### src/pla_pkg.sv
// Shared types and codes for the packed list engine.
`default_nettype none

package pla_pkg;

  localparam int WORD_W  = 32;
  localparam int INDEX_W = 6;
  localparam int OP_W    = 2;
  localparam int COUNT_W = 7;

  typedef enum logic [OP_W-1:0] {
    OP_APPEND = 2'd0,
    OP_READ   = 2'd1,
    OP_REMOVE = 2'd2
  } op_t;

  typedef enum logic [1:0] {
    ST_OK        = 2'd0,
    ST_INDEX_ERR = 2'd1,
    ST_FULL      = 2'd2,
    ST_NOT_FOUND = 2'd3
  } status_t;

  typedef enum logic [1:0] {
    S_IDLE,
    S_EVAL,
    S_APPLY
  } state_t;

  // Command broadcast from the controller to every cell.
  typedef struct packed {
    logic [OP_W-1:0]    op;
    logic [WORD_W-1:0]  value;
    logic [INDEX_W-1:0] index;
    logic               eval;
    logic               commit;
    logic               found;
  } pla_bcast_t;

endpackage

`default_nettype wire

### src/pla_cell.sv
// One list cell: holds an entry, compares it, and takes its upper neighbor's entry on a shift.
`default_nettype none

module pla_cell #(
  parameter int IDX      = 0,
  parameter int CNT_W    = 7
) (
  input  wire logic                      clk,
  input  wire logic                      rst_n,
  input  wire pla_pkg::pla_bcast_t       bc_i,
  input  wire logic [CNT_W-1:0]          cnt_i,
  input  wire logic [pla_pkg::WORD_W-1:0] up_data_i,
  input  wire logic                      above_i,
  output logic [pla_pkg::WORD_W-1:0]     data_o,
  output logic                           match_o,
  output logic [pla_pkg::WORD_W-1:0]     rd_o
);
  import pla_pkg::*;

  logic [WORD_W-1:0] data_r;
  logic [WORD_W-1:0] data_nxt;
  logic              match_r;
  logic              match_nxt;
  logic              valid;
  logic              hit;

  assign valid = (CNT_W'(IDX) < cnt_i);
  assign hit   = valid && ({{(32-INDEX_W){1'b0}}, bc_i.index} == 32'(IDX));

  always_comb begin
    match_nxt = match_r;
    if (bc_i.eval) begin
      match_nxt = valid && (bc_i.op == OP_REMOVE) && (data_r == bc_i.value);
    end
  end

  always_comb begin
    data_nxt = data_r;
    if (bc_i.commit) begin
      if ((bc_i.op == OP_APPEND) && (cnt_i == CNT_W'(IDX))) begin
        data_nxt = bc_i.value;
      end else if ((bc_i.op == OP_REMOVE) && bc_i.found && !above_i) begin
        // At or above the removed position: pull the neighbor down.
        data_nxt = up_data_i;
      end
    end
  end

  always_ff @(posedge clk) begin
    data_r <= data_nxt;
  end

  always_ff @(posedge clk) begin
    if (!rst_n) begin
      match_r <= 1'b0;
    end else begin
      match_r <= match_nxt;
    end
  end

  assign data_o  = data_r;
  assign match_o = match_r;
  assign rd_o    = hit ? data_r : '0;

endmodule

`default_nettype wire

### config.mk
export PLATFORM = sky130hd
export DESIGN_NAME = pla_cell
export DESIGN_NICKNAME = d
export VERILOG_FILES = /design/src/pla_pkg.sv /design/src/pla_cell.sv
export SDC_FILE = /design/constraint.sdc
export NUM_CORES = 1
export LEC_CHECK = 0
export BUFFER_PORTS_ARGS = -buffer_cell sky130_fd_sc_hd__buf_2
export CAP_MARGIN = 20
export CORE_MARGIN = 4
export CORE_UTILIZATION = 45
export CTS_BUF_LIST = sky130_fd_sc_hd__clkbuf_8 sky130_fd_sc_hd__clkbuf_16
export DETAILED_ROUTE_END_ITERATION = 12
export PLACE_DENSITY = 0.95
export SYNTH_ARGS = -nofsm -noshare
export SYNTH_HDL_FRONTEND = slang
export SYNTH_SLANG_ARGS = --single-unit
### constraint.sdc
create_clock -name clk -period 9.4 [get_ports clk]
set_input_delay 0.94 -clock clk [delete_from_list [all_inputs] [get_ports clk]]
set_output_delay 0.94 -clock clk [all_outputs]
set_load 0.02 [all_outputs]
==> results.md, run 1 <==
* Run status: finished clean
* Min-Delay Startpoint: match_o
* Worst Max-Slew Pin Slew at 1.063 ns
* TritonCTS clock tree: done
* Worst r2r src: data_o[31]
* Crit path launch: cnt_i[4]
* Setup crit start kind: input port
* Final #Nets at 395
* Pwr dens at 104.0 nW/um^2
* Number of fill cells in the layout at 367
* Top post-synthesis cells by count: and2_1, edfxtp_1, mux2_4
* DR iter-0 viols at 60
* GP Congestion at 0.8381
* Setup CP Type: input port to flop
* Number of global-route vias before repair at 1888
* IO Count at 150
* Hold Buf Count CTS at 0
* Ys Warns at 0
* Unrepaired setup endpoints after global routing: false
* Seq/Total Area, Yosys at 0.4537
* Critical path buffer and inverter count at 2
* Reg2Reg Setup Slack at 7.83 ns
* Num Clock Sinks at 33
* Final count of negative-setup-slack endpoints at 0
* Via count at 1787
* Slowest cell on crit path: or3_2
* Post-route setup TNS at 0 ns
* CP arrival at 3.23 ns
* Reg area at 980.9 sq um
* Clk Latency, worst-skew pair at 0.27 ns
* Die Ht at 77.32 microns
* Port bufs at 149
* Vias per inst at 4.936
* Post-CTS setup buffers at 0
* Layout cells sized above 1 at 0.6129
* Yosys top cell area share at 0.4444
* Distinct cells, synth at 23
* Worst R2R Path Depth at 5
* Crit path time final at 3.251 ns
* Final worst hold slack at 0.4911 ns
* Leak Pwr at 1.513 nW
* Post-route clock period utilization at 0.3459
* Routed Antenna Nets at 0
* Initial antenna violation count at 0
* Die width at 77.32 microns
* Largest net degree at the start of global routing at 34
* Top delay family on crit path: simple AND/OR/NAND/NOR gates
* Multi-input gate area at 1111 sq um
* DR pass1 iterations at 4
* Synth top area cells: edfxtp_1, mux2_4, and2_1
* Post-CTS sizing at 0
* CP Capture Type: flop
* Clock Path Buffers at 2
* Worst Hold Class: flop to flop
* First-pass GRT wire length at 8790 microns
* Asr flop ratio synth at 0
* Worst reg2reg path endpoint: match_o
* Total die area at 5978 sq um
* Clock Tree Root: clkbuf_8
* Synth area leader: edfxtp_1
* H-Tree Depth at 2
* Global route total overflow at 0
* Synth Register Bits at 33
* Worst EP required at 9.38 ns
* Synthesized instance count at 160
* GR Util All Layers at 0.1824
* Syn avg cell area at 13.51 sq um
* Reg clk slew, reported paths at 0.06 ns
* Largest fanout on the critical path at 33
* Crit path depth at 6
* Starting density of the core at 0.4800
* Relative slew slack at 0.2917
* Num CTS Buffers at 5
* Most used DFF post-synth: edfxtp_1
* Max Freq at 0.3076 GHz
* Post-Syn Nets at 245
* Crit-path max cell delay at 0.88 ns
* VDD IR max at 62.77 uV
* Worst-path cell chain: buf_2 -> nor4_1 -> nand2_1 -> or3_2 -> a21boi_4 -> buf_16
* DRC viols at 0
* Row Count at 24
* Area growth syn-to-layout at 39.06%
* Setup crit end: data_o[23]
* Post-synth EDFFs at 32
* Mapped cell area at 2162 sq um
* Clk_skew at 0.005495 ns
* Core ar. at 4504 sq um
* Pins Over Slew Limit at 0
* Diodes inserted at 0
* Post-Route WL at 5505 microns
* Final Hold Viols at 0
* Total of max-cap violations at 0
* Routed WL per cell at 15.21 microns
* DP HPWL at 4451 microns
==> per-stage QoR <==
| stage | cell area [sq um] | worst slack, ns | power [W] | cells | utilization |
|---|---|---|---|---|---|
| 3_5_place_dp | 2903 | 5.673 | 0.0002210 | 354 | 0.6444 |
| 2_1_floorplan | 2162 | 4.679 | 0.0001943 | 160 | - |
| 4_1_cts | 2979 | 5.962 | 0.0003160 | 361 | 0.6614 |
| 6_report | 3007 | 6.149 | 0.0003126 | 362 | 0.6675 |
| 5_1_grt | 3007 | 5.990 | 0.0003271 | 362 | 0.6675 |
| 3_3_place_gp | 2903 | 5.745 | 0.0002196 | 354 | 0.6444 |
==> layer usage <==
metal	share of wire	GRT usage	vias up
li1	-	-	872
met1	0.40	0.2140	828
met2	0.51	0.3256	81
met3	0.072	0.04918	6
met4	0.010	0.05338	0
met5	0	0	-
==> how the worst min path moves through the flow <==
stage                   end  slack [ns]  depth (start not counted)
floorplan           match_o        0.56                          2
global placement    match_o        0.48                          2
detailed placement  match_o        0.48                          2
CTS                 match_o        0.50                          2
global route        match_o        0.52                          2
finish              match_o        0.49                          2
==> kinds of logic after synthesis <==
family / synth area share
AOI/OAI and AO/OA: 0.005786
DFF: 0.4537
and+or+nand+nor: 0.1557
buffers and inverters: 0.03819
xor gates and xnor gates: 0.1296
muxes: 0.2170
==> cell type report <==
cell class | count | area share
multi-input combinational | 120 | 0.3695
clock buffer | 5 | 0.02289
clock inverter | 2 | 0.002497
sequential | 33 | 0.3263
timing repair buffer | 150 | 0.2572
tap | 52 | 0.02164
==> worst min-delay path, delay by kind of cell, from the launching register on <==
kind,cells,cell delay (ns)
AND/OR/NAND/NOR,1,0.07
AO/OA/AOI/OAI,1,0.06
flip-flops,1,0.31
==> registers in the layout (all words and copies together) (netlist names) <==
register  count
data_o       32
match_o       1
==> power by group <==
part | switching, W | internal, W | leakage (nW)
combinational | 0.0000209 | 0.0000303 | 1.17
clock | 0.0000457 | 0.0000487 | 0.0428
sequential | 0.00000228 | 0.000165 | 0.297
==> cells in the final DEF (no fill, tap or decap) <==
master and instances:
buf_2 149, and2_1 32, edfxtp_1 32, mux2_4 29
xor2_1 16, xnor2_1 16, nor4_1 6, nand4_1 5
clkbuf_8 5, mux2_2 3, nor3_1 2, nor2_1 2
nand2_1 1, or3_2 1, and3_2 1, or4bb_1 1
a21boi_4 1, nand4b_1 1, nand3_1 1, nand3b_1 1
o21ai_0 1, clkinv_1 1, inv_1 1, buf_16 1
dfxtp_1 1
Note: power is estimated with default switching activity, not from simulation.
==> run 2, diff against run 1 <==
--- a/config.mk
+++ b/config.mk
@@ -8,10 +8,10 @@
 export BUFFER_PORTS_ARGS = -buffer_cell sky130_fd_sc_hd__buf_2
 export CAP_MARGIN = 20
 export CORE_MARGIN = 4
-export CORE_UTILIZATION = 45
+export CORE_UTILIZATION = 38
 export CTS_BUF_LIST = sky130_fd_sc_hd__clkbuf_8 sky130_fd_sc_hd__clkbuf_16
 export DETAILED_ROUTE_END_ITERATION = 12
-export PLACE_DENSITY = 0.95
+export PLACE_DENSITY = 0.9
 export SYNTH_ARGS = -nofsm -noshare
 export SYNTH_HDL_FRONTEND = slang
 export SYNTH_SLANG_ARGS = --single-unit
==> constraint.sdc (replaced) <==
create_clock -name clk -period 2.8 [get_ports clk]
set_input_delay 0.28 -clock clk [delete_from_list [all_inputs] [get_ports clk]]
set_output_delay 0.28 -clock clk [all_outputs]
set_load 0.02 [all_outputs]
==> results.md, run 2 (synthesis results as in run 1) <==
* Run status: finished clean
* Area growth syn-to-layout at 41.72%
* Die Ht at 83.43 microns
* Post-CTS sizing at 0
* VDD IR max at 187.9 uV
* Post-Route WL at 6099 microns
* Core ar. at 5507 sq um
* Die width at 83.43 microns
* Setup crit start kind: input port
* First-pass GRT wire length at 9522 microns
* Largest fanout on the critical path at 15
* Vias per inst at 4.635
* Hold Buf Count CTS at 0
* Final #Nets at 398
* Relative slew slack at 0.6622
* Routed Antenna Nets at 0
* DP Area at 2958 sq um
* Most frequent cells in the layout: buf_2, and2_1, edfxtp_1
* Setup CP Type: input port to flop
* Number of fill cells in the layout at 500
* Num Clock Sinks at 33
* Design area at 3064 sq um
* GP Congestion at 0.8271
* Max reg flops at 32
* DR pass1 iterations at 4
* Clock Tree Root: clkbuf_8
* Final Hold Viols at 0
* Worst slack, placed at 0.4725 ns
* Worst-path cell chain: buf_2 -> nor4_1 -> nand2_1 -> or3_2 -> buf_4 -> mux2_4
* Final Util at 0.5565
* Crit path time final at 2.015 ns
* Clk Latency, worst-skew pair at 0.28 ns
* Post-CTS setup buffers at 0
* Worst Hold Class: input port to flop
* DRC viols at 0
* Via count at 1789
* DP HPWL at 5017 microns
* Number of global-route vias before repair at 2044
* Post-route setup TNS at 0 ns
* Leak Pwr at 1.535 nW
* Sequential share of power at 0.480
* Post-route clock period utilization at 0.7196
* Slowest cell on crit path: or3_2
* Starting density of the core at 0.3926
* Max Freq at 0.4963 GHz
* Critical path buffer and inverter count at 2
* Global route total overflow at 0
* Clk_skew at 0.005227 ns
* Port bufs at 149
* Top delay family on crit path: simple AND/OR/NAND/NOR gates
* DR iter-0 viols at 72
* Initial antenna violation count at 0
* Largest net degree at the start of global routing at 33
* Row Count at 27
* Routed WL per cell at 15.80 microns
* CP arrival at 2.05 ns
* Total die area at 6961 sq um
* CP Capture Type: flop
* Total of max-cap violations at 0
* Final count of negative-setup-slack endpoints at 0
* Layout cells sized above 1 at 0.6178
* Worst setup margin at 0.7852 ns
* Worst Max-Slew Pin Slew at 0.5067 ns
* Diodes inserted at 0
* Pwr dens at 380.4 nW/um^2
* GR Util All Layers at 0.1708
* Worst r2r src: data_o[7]
* Final Total Pwr at 0.001165 W
* IO Count at 150
* Crit-path max cell delay at 0.62 ns
* Crit path launch: cnt_i[4]
* Reg clk slew, reported paths at 0.07 ns
* H-Tree Depth at 2
* Worst EP required at 2.83 ns
* Num CTS Buffers at 5
* TritonCTS clock tree: done
* Min-Delay Startpoint: rst_n
* Net Sw Frac at 0.2172
* Pins Over Slew Limit at 0
* Pint at 0.0009123 W
* Clk pwr share at 0.370
* Unrepaired setup endpoints after global routing: false
* Most common cell after layout, fill and taps aside: buf_2
* Logic pwr share at 0.150
* Reg2Reg Setup Slack at 1.31 ns
* Clock Path Buffers at 2
* Switch Pwr at 0.0002531 W
## run 2: changes by cell type in the layout (fill, tap and decap cells not counted)
cell	delta
buf_16	-1
bufinv_16	+1
buf_4	+4
## run 2: path summary, 6_finish.rpt
kind                     end  depth (start not counted)
hold reg to reg      match_o                          2
setup reg to reg     match_o                          5
setup / recovery  data_o[23]                          6
hold / removal       match_o                          3
## run 2: layer usage
layer / routed length, microns / track usage
met1: 2333 / 0.1799
met2: 3202 / 0.3258
met3: 486 / 0.05159
met4: 77 / 0.04678
met5: 0 / 0
## run 2: tightest hold or removal path, cell delays in order
cell	delay, ns
buf_2	0.09
nand3b_1	0.06
o21ai_0	0.06
## run 2: layout make-up
type / instances / area, sq um / area share
Tap cell: 72 / 90.09 / 0.02940
Clock inverter: 3 / 37.54 / 0.01225
Clock buffer: 5 / 68.82 / 0.02246
Sequential cell: 33 / 980.9 / 0.3201
Timing Repair Buffer: 153 / 775.7 / 0.2532
Multi-Input combinational cell: 120 / 1111 / 0.3626
## run 2: power by group through the flow
| stage | registers, W | clock network, W | logic [W] |
|---|---|---|---|
| floorplan | 0.000581 | 0 | 0.0000710 |
| global placement | 0.000570 | 0 | 0.000170 |
| detailed placement | 0.000571 | 0 | 0.000176 |
| CTS | 0.000560 | 0.000438 | 0.000177 |
| global route | 0.000561 | 0.000460 | 0.000188 |
| finish | 0.000560 | 0.000431 | 0.000175 |
## run 2: through the flow
stage | cells | hold slack (ns)
3_3_place_gp | 378 | 0.4671
4_1_cts | 386 | 0.2437
3_5_place_dp | 378 | 0.4810
2_1_floorplan | 160 | 0.4193
6_report | 386 | 0.2502
5_1_grt | 386 | 0.2888
==> run 3, diff against run 2 <==
--- a/config.mk
+++ b/config.mk
@@ -8,10 +8,10 @@
 export BUFFER_PORTS_ARGS = -buffer_cell sky130_fd_sc_hd__buf_2
 export CAP_MARGIN = 20
 export CORE_MARGIN = 4
-export CORE_UTILIZATION = 38
+export CORE_UTILIZATION = 42
 export CTS_BUF_LIST = sky130_fd_sc_hd__clkbuf_8 sky130_fd_sc_hd__clkbuf_16
 export DETAILED_ROUTE_END_ITERATION = 12
-export PLACE_DENSITY = 0.9
+export PLACE_DENSITY = 0.93
 export SYNTH_ARGS = -nofsm -noshare
 export SYNTH_HDL_FRONTEND = slang
 export SYNTH_SLANG_ARGS = --single-unit
==> constraint.sdc (replaced) <==
create_clock -name clk -period 2.02 [get_ports clk]
set_input_delay 0.202 -clock clk [delete_from_list [all_inputs] [get_ports clk]]
set_output_delay 0.202 -clock clk [all_outputs]
set_load 0.02 [all_outputs]
==> results.md, run 3 (synthesis results as in run 1) <==
* H-Tree Depth at 2
* Pins Over Slew Limit at 0
* GR Util All Layers at 0.1809
* TritonCTS clock tree: done
* Final count of negative-setup-slack endpoints at 0
* Reg clk slew, reported paths at 0.07 ns
* Run status: finished clean
* CP arrival at 1.53 ns
* Max Freq at 0.5774 GHz
* Total die area at 6360 sq um
* Number of global-route vias before repair at 1929
* Post-route clock period utilization at 0.8573
* Final Total Pwr at 0.001461 W
* Relative slew slack at 0.6862
* Most frequent cells in the layout: buf_2, and2_1, edfxtp_1
* Hold Buf Count CTS at 0
* Largest fanout on the critical path at 32
* Clock Tree Root: clkbuf_8
* DR pass1 iterations at 4
* DR iter-0 viols at 43
* Final non-filler cell total at 382
* First-pass GRT wire length at 8880 microns
* Global route total overflow at 0
* DRC viols at 0
* Routed Antenna Nets at 0
* Diodes inserted at 0
* Port bufs at 149
* Core ar. at 4848 sq um
* Die width at 79.75 microns
* Setup CP Type: input port to output port
* Vias per inst at 4.793
* Worst EP required at 1.82 ns
* Most common cell after layout, fill and taps aside: buf_2
* Leak Pwr at 1.555 nW
* Pwr dens at 470.7 nW/um^2
* Row Count at 25
* Post-CTS sizing at 0
* VDD IR max at 317.7 uV
* Setup crit start kind: input port
* Num CTS Buffers at 5
* Post-Route WL at 5684 microns
* GP Congestion at 0.7844
* Worst Max-Slew Pin Slew at 0.4707 ns
* Via count at 1831
* Layout cells sized above 1 at 0.6190
* Post-CTS setup buffers at 0
* Area growth syn-to-layout at 43.58%
* Routed WL per cell at 14.88 microns
* Reg area at 980.9 sq um
* Starting density of the core at 0.4459
* Worst Hold Class: input port to flop
* Initial antenna violation count at 0
* Die Ht at 79.75 microns
* Total of max-cap violations at 0
* Crit path time final at 1.732 ns
* Final Hold Viols at 0
* Number of fill cells in the layout at 383
* Placed cell count at 374
* Clock Path Buffers at 2
* Unrepaired setup endpoints after global routing: false
* Clk Latency, worst-skew pair at 0.27 ns
* Clk_skew at 0.006781 ns
* Max reg flops at 32
* DP HPWL at 4731 microns
* Final #Nets at 399
* Multi-input gate area at 1126 sq um
* Largest net degree at the start of global routing at 33
* Num Clock Sinks at 33
* IO Count at 150
* CP Capture Type: output port
-- run 3: worst max-delay path, cell delays in order --
cell and delay, ns:
buf_2 0.11, nor4_4 0.25, nand2_1 0.09, buf_4 0.14, and3_2 0.34, and2_1 0.24, buf_2 0.16
-- run 3: area by class of cell --
class	instances	area share
multi-input cells	120	0.3628
clock inverters	3	0.003628
flip-flops and latches	33	0.3160
well taps	67	0.02701
clock buffers	5	0.02217
repair buffers	154	0.2684
-- run 3: final timing paths --
kind | start | to | slack [ns] | cells past startpoint
max | cnt_i[4] | rd_o[18] | 0.29 | 7
min | rst_n | match_o | 0.18 | 3
max reg2reg | data_o[14] | match_o | 0.43 | 5
min reg2reg | match_o | match_o | 0.51 | 2
-- run 3: layer usage --
layer  share of wire  up-vias  GRT usage
met5               0        -          0
met4           0.013        0    0.04899
met3           0.087       10    0.04176
met2            0.52       99     0.3481
met1            0.38      838     0.1957
li1                -      884          -
-- run 3: per-stage QoR --
step	worst slack [ns]	setup TNS, ns	util	hold WS, ns	area, sq um
after floorplan	-0.1201	-3.845	-	0.3413	2188
after CTS	0.2587	0	0.6403	0.1835	3104
after global placement	0.09343	0	0.6237	0.4654	3024
after detailed placement	0.06144	0	0.6237	0.4694	3024
final	0.2882	0	0.6403	0.1843	3104
after global routing	0.1185	0	0.6403	0.2095	3104
-- run 3: report_power, final --
part           internal [W]  switching (W)  total (W)
clock              0.000229       0.000212   0.000441
sequential         0.000766      0.0000107   0.000776
combinational      0.000143       0.000101   0.000244
total               0.00114       0.000323    0.00146
